File: src/rtl/ogre_pkg.sv
// ----------------------------------------------------------------------------
// ogre_pkg
// Shared types, field widths and codes for the occupancy grid rectangle engine.
// ----------------------------------------------------------------------------
package ogre_pkg;

  localparam int CFG_W  = 7;
  localparam int POS_W  = 8;
  localparam int SIZE_W = 7;

  typedef logic [CFG_W-1:0]         cfg_t;
  typedef logic signed [POS_W-1:0]  pos_t;
  typedef logic [SIZE_W-1:0]        dim_t;

  // Item commands.
  localparam logic CMD_WRITE = 1'b0;
  localparam logic CMD_QUERY = 1'b1;

  // Plane selects.
  localparam logic PLANE_WALK  = 1'b0;
  localparam logic PLANE_PLACE = 1'b1;

  // Configuration register indexes.
  localparam logic REG_GRID_WIDTH  = 1'b0;
  localparam logic REG_GRID_HEIGHT = 1'b1;

  localparam cfg_t GRID_RESET = 7'd64;

endpackage

File: src/rtl/ogre_bounds.sv
// ----------------------------------------------------------------------------
// ogre_bounds
// Bounds test of a rectangle against the grid size, and its column mask.
// ----------------------------------------------------------------------------
module ogre_bounds import ogre_pkg::*; #(
  parameter int MAX_WIDTH  = 64,
  parameter int MAX_HEIGHT = 64
) (
  input  cfg_t                            grid_width,
  input  cfg_t                            grid_height,
  input  pos_t                            pos_x,
  input  pos_t                            pos_y,
  input  dim_t                            size_x,
  input  dim_t                            size_y,
  output logic                            inb,
  output logic [MAX_WIDTH-1:0]            mask,
  output logic [$clog2(MAX_HEIGHT)-1:0]   row_start
);

  // Compare widths hold the grid limit and a corner plus a size.
  localparam int XW = ($clog2(MAX_WIDTH + 1) > 9) ? $clog2(MAX_WIDTH + 1) : 9;
  localparam int YW = ($clog2(MAX_HEIGHT + 1) > 9) ? $clog2(MAX_HEIGHT + 1) : 9;
  localparam int RW = $clog2(MAX_HEIGHT);

  logic [XW-1:0] gw_ext, eff_w, px, sx, x_end;
  logic [YW-1:0] gh_ext, eff_h, py, sy, y_end;

  always_comb begin
    gw_ext = XW'(grid_width);
    gh_ext = YW'(grid_height);
    eff_w  = (gw_ext < XW'(MAX_WIDTH)) ? gw_ext : XW'(MAX_WIDTH);
    eff_h  = (gh_ext < YW'(MAX_HEIGHT)) ? gh_ext : YW'(MAX_HEIGHT);
    // Only used when the sign bits are clear, so plain zero extension.
    px     = XW'(unsigned'(pos_x));
    py     = YW'(unsigned'(pos_y));
    sx     = XW'(size_x);
    sy     = YW'(size_y);
    x_end  = px + sx;
    y_end  = py + sy;
    inb    = !pos_x[POS_W-1] && !pos_y[POS_W-1] &&
             (px < eff_w) && (py < eff_h) &&
             (x_end <= eff_w) && (y_end <= eff_h);
    row_start = py[RW-1:0];
  end

  // One bit per column: set where the column falls inside [pos_x, pos_x + size_x).
  always_comb begin
    for (int i = 0; i < MAX_WIDTH; i++) begin
      mask[i] = (XW'(i) >= px) && (XW'(i) < x_end);
    end
  end

endmodule

File: config.mk
export PLATFORM = sky130hd
export DESIGN_NAME = ogre_bounds
export DESIGN_NICKNAME = d
export VERILOG_FILES = /design/src/rtl/ogre_pkg.sv /design/src/rtl/ogre_bounds.sv
export SDC_FILE = /design/constraint.sdc
export NUM_CORES = 1
export LEC_CHECK = 0
export BUFFER_PORTS_ARGS = -buffer_cell sky130_fd_sc_hd__buf_2
export CAP_MARGIN = 5
export CORE_MARGIN = 10
export CORE_UTILIZATION = 51
export DETAILED_ROUTE_END_ITERATION = 10
export GPL_ROUTABILITY_DRIVEN = 0
export PLACE_DENSITY = 0.82
export SLEW_MARGIN = 20
export SYNTH_ARGS = -nofsm -noshare
export SYNTH_HDL_FRONTEND = slang
export SYNTH_SLANG_ARGS = --single-unit
File: constraint.sdc
create_clock -name vclk -period 4.7
set_input_delay 0.47 -clock vclk [all_inputs]
set_output_delay 0.47 -clock vclk [all_outputs]
set_load 0.01 [all_outputs]
==> results of run 1 <==
-- logic make-up after synthesis --
kind of cell,Yosys count,synth area share [%]
and+or+nand+nor,143,26.93
AOI/OAI and AO/OA,162,41.15
adders and majority gates,41,20.08
xor gates and xnor gates,8,2.950
buffers and inverters,51,8.896
-- path summary, 6_finish.rpt --
path	start	to	cells after the start
hold / removal	pos_y[0]	row_start[0]	2
setup / recovery	pos_y[0]	inb	18
-- power breakdown --
part           switching [W]  internal [W]  leakage [nW]
registers                  0             0             0
logic               0.000290      0.000180          1.56
clock network              0             0             0
-- cell usage in the layout, fill, tap and decap left out, types with 7 or more instances in the layout --
| master | instances |
|---|---|
| o21a_1 | 7 |
| ha_1 | 39 |
| inv_1 | 13 |
| buf_2 | 115 |
| and2_1 | 9 |
| a21oi_1 | 46 |
| a211oi_1 | 16 |
| nand2_1 | 51 |
| o21ai_0 | 38 |
| a221oi_1 | 17 |
| nor2_1 | 32 |
| a21o_1 | 10 |
| or2_2 | 7 |
-- routing by layer --
layer	track usage (%)	vias to the layer above
met2	36.26	240
met4	7.712	0
met5	0	-
li1	-	1663
met1	26.99	1538
met3	3.667	40
-- stage by stage --
step	total power, W	std cells	setup WS [ns]	instance area (µm²)
floorplan	0.0003336	405	0.9777	2630
global placement	0.0004442	558	0.9821	3153
detailed placement	0.0004568	558	0.8803	3153
CTS	0.0004590	558	0.8675	3153
global route	0.0005197	558	0.5256	3153
finish	0.0004696	558	0.8308	3153
-- layout make-up --
type	count	area (µm²)	share of cell area, %
multi-input combinational	354	2396	75.99
tap	70	87.58	2.778
timing repair buffer	121	620.6	19.68
inverter	13	48.80	1.548
==> flow_metrics.py, run 1 <==
metrics = {
    "status": {
        "status": "complete, no violations",
    },
    "timing": {
        "final_hold_viol_count": 0,
        "slew_headroom_pct": 38.49,
        "hold_ws_ns": 1.162,
        "slew_violations": 0,
        "max_slew.worst_pin.slew_ns": 0.9192,
        "fin_crit_sh_pct": 82.32,
        "final.setup.tns_ns": 0,
        "setup_viol": 0,
        "max_freq_ghz": 0.2585,
        "fin_crit_ns": 3.869,
        "rsz0062_at_grt": "false",
    },
    "worst_setup_path": {
        "worstPathMaxFanout": 3,
        "crit_family": "compound AO/OA/AOI/OAI gates",
        "crit_path_end_kind": "primary output",
        "cp.arrival_ns": 3.40,
        "cpMostUsedCell": "o21ai_0",
        "crit_type": "in -> out",
        "worst_ep_required_time_ns": 4.23,
        "worstSetupStartpointType": "primary input",
        "crit_buf_inv": 3,
        "cpPeakStageDelay_ns": 0.40,
        "cp_slowest_cell": "fa_1",
        "crit_chain": "buf_2 > ha_1 > inv_1 > fa_1 > nor2b_1 > o21ai_0 > a21boi_0 > o21a_1 > nor2_1 > xnor2_1 > ha_1 > a211oi_1 > o21ai_0 > a21oi_1 > o21ai_0 > nor3_1 > and4_1 > buf_2",
    },
    "route": {
        "routed_wl_mm": 9.923,
        "highest_layer": "met4",
        "met2_length_mm": 4.611,
        "via_count": 3481,
        "wl_met1_mm": 4.138,
        "avgViaCountPerCell": 6.238,
        "avgRoutedWirePerCell_um": 17.78,
        "dr_wl_met3_um": 866,
        "drc": 0,
        "dr.pass1.iters": 5,
        "drt_iter0_drc": 346,
        "drt.antenna.violating_nets": 0,
    },
    "power": {
        "power.leakage_nw": 1.561,
        "vdd_drop_max_mv": 0.1082,
        "powerDensity_mw_per_mm2": 148.9,
    },
    "floorplan": {
        "io_pins": 115,
        "dieArea_mm2": 0.008429,
        "rows": 26,
        "core_mm2": 0.005042,
        "dieWidth_um": 91.81,
        "start_util_pct": 52.16,
        "fp.dieH_um": 91.81,
    },
    "placed_design": {
        "port-buffer-count": 115,
        "place_hpwl_mm": 7.776,
    },
    "global_routing": {
        "grt_pass1_vias": 3472,
        "grt-ovfl-total": 0,
        "antenna_found_initial": 0,
        "grt_pass1_wl_mm": 16.13,
        "grt_max_degree": 33,
        "grt_usage_pct": 21.58,
    },
    "layout": {
        "diodes": 0,
        "drive_above_1_share_pct": 28.28,
        "seq_cells": 0,
        "seqCellArea_um2": 0,
        "utilization_pct": 62.53,
        "num-clock-buffers": 0,
        "fillers": 503,
        "fin_nets": 575,
        "syn2layout_area_growth_pct": 19.89,
    },
    "logic_synthesis": {
        "ys_top_cells_by_count": "nand2_1, a21oi_1, ha_1, o21ai_0, nor2_1",
        "synth_top_area_share_pct": 18.55,
        "synth_seq_area_share_pct": 0,
        "yosys_warnings": 0,
        "syn_inst": 405,
        "syn_area_per_cell_um2": 6.494,
        "ys_types": 54,
        "synthesis.nets": 490,
        "synthMostInstantiatedCell": "nand2_1",
        "ys_top_cells_by_area": "ha_1, a21oi_1, nand2_1",
        "synth_area_mm2": 0.002630,
        "synth_area_leader_cell": "ha_1",
    },
    "clock_network": {
        "post_cts_resized": 0,
        "cts_hold_buf": 0,
        "post-cts-setup-buffer-count": 0,
    },
    "flow_run": {
        "maxCapViolCount": 0,
    },
    "worst_hold_path": {
        "hold_class": "in -> out",
    },
}
Power figures use the tool's default switching activity.
==> run 2, diff against run 1 <==
- CORE_UTILIZATION: 51 -> 46
- PLACE_DENSITY: 0.82 -> 0.78
- clock period: 4.7 -> 3.2 ns (I/O delays scaled with it)
==> flow_metrics.py, run 2 (synthesis results as in run 1) <==
metrics = {
    "timing": {
        "slew_headroom_pct": 52.24,
        "fin_crit_ns": 3.268,
        "fin_ws_ns": -0.06817,
        "rsz0062_at_grt": "true",
        "final_hold_viol_count": 0,
        "max_freq_ghz": 0.3060,
        "max_slew.worst_pin.slew_ns": 0.7065,
        "fin_crit_sh_pct": 102.1,
        "slew_violations": 0,
        "setup_viol": 1,
        "final.setup.tns_ns": -0.06817,
    },
    "layout": {
        "seq_cells": 0,
        "num-clock-buffers": 0,
        "drive_above_1_share_pct": 33.01,
        "seqCellArea_um2": 0,
        "design_area_mm2": 0.003381,
        "fin_nets": 596,
        "fillers": 548,
        "diodes": 0,
        "syn2layout_area_growth_pct": 28.54,
        "layout_common_cells": "buf_2, nand2_1, a21oi_1",
        "final_common_cell": "buf_2",
    },
    "floorplan": {
        "start_util_pct": 47.47,
        "rows": 27,
        "core_mm2": 0.005540,
        "dieWidth_um": 95.62,
        "dieArea_mm2": 0.009142,
        "fp.dieH_um": 95.62,
        "io_pins": 115,
    },
    "worst_setup_path": {
        "worstPathMaxFanout": 2,
        "crit_type": "in -> out",
        "worst_ep_required_time_ns": 2.88,
        "crit_path_end_kind": "primary output",
        "worstSetupStartpointType": "primary input",
        "cp.arrival_ns": 2.95,
        "cp-startpoint": "pos_y[0]",
    },
    "global_routing": {
        "grt_pass1_wl_mm": 16.48,
        "grt_pass1_vias": 3373,
        "grt_usage_pct": 21.18,
        "antenna_found_initial": 0,
        "grt_max_degree": 33,
        "grt-ovfl-total": 0,
    },
    "route": {
        "drt_iter0_drc": 465,
        "avgRoutedWirePerCell_um": 18.09,
        "via_count": 3596,
        "avgViaCountPerCell": 6.189,
        "dr.pass1.iters": 7,
        "drt.antenna.violating_nets": 0,
        "routed_wl_mm": 10.51,
        "drc": 0,
    },
    "status": {
        "violations": "negative setup slack",
        "status": "finished with violations",
    },
    "placed_design": {
        "port-buffer-count": 115,
        "placed_area_mm2": 0.003327,
        "place_hpwl_mm": 8.145,
        "dp_slack_ns": -0.2634,
    },
    "power": {
        "powerDensity_mw_per_mm2": 222.8,
        "vdd_drop_max_mv": 0.1738,
        "power.leakage_nw": 1.672,
    },
    "worst_hold_path": {
        "hold_class": "in -> out",
        "hold_start": "pos_y[5]",
    },
    "flow_run": {
        "maxCapViolCount": 0,
    },
}
run 2: path summary, 6_finish.rpt:
check                          end  cells after the start  slack [ns]
worst min-delay path  row_start[5]                      2        0.88
worst max-delay path           inb                     18       -0.07
run 2: where the power goes:
group | switching [W] | internal [W]
Sequential | 0 | 0
Clock | 0 | 0
Combinational | 0.000447 | 0.000307
Total | 0.000447 | 0.000307
run 2: layout make-up:
cell class / instances / area (µm²) / share of cell area [%]
repair buffers: 142 / 810.8 / 23.98
well taps: 72 / 90.09 / 2.665
inverters: 13 / 48.80 / 1.443
multi-input cells: 354 / 2431 / 71.91
run 2: critical path: stages:
cell and delay (ns):
buf_8 0.08, ha_4 0.13, inv_2 0.04, fa_2 0.33, nor2b_1 0.12, o21ai_1 0.08, a21boi_1 0.18, o21a_1 0.13
nor2_1 0.05, xnor2_1 0.12, ha_1 0.31, a211oi_2 0.23, o21ai_1 0.09, a21oi_1 0.13, o21ai_1 0.07, nor3_1 0.20
and4_1 0.20, buf_2 0.13
run 2: repair_timing:
item	in CTS	in global routing
cloned	0	0
endpoints found under the setup margin	1	5
resized for setup	12	4
buffers inserted	0	1
hold buffers	0	0
pin swaps	12	11
run 2: stage by stage:
stage	utilization, %	hold WS (ns)	power [W]	instances
after CTS	60.70	0.8735	0.0007291	580
after global placement	60.05	0.8688	0.0006983	580
after floorplan	-	0.7318	0.0004982	405
final	61.02	0.8754	0.0007532	581
after global routing	61.02	0.8911	0.0008284	581
after detailed placement	60.05	0.8714	0.0007147	580
run 2: per-layer routing:
metal / vias to the layer above / share of wire (%) / global-route usage (%)
li1: 1710 / - / -
met1: 1593 / 37 / 27.09
met2: 249 / 48 / 35.72
met3: 44 / 12 / 4.085
met4: 0 / 2.8 / 4.668
met5: - / 0 / 0
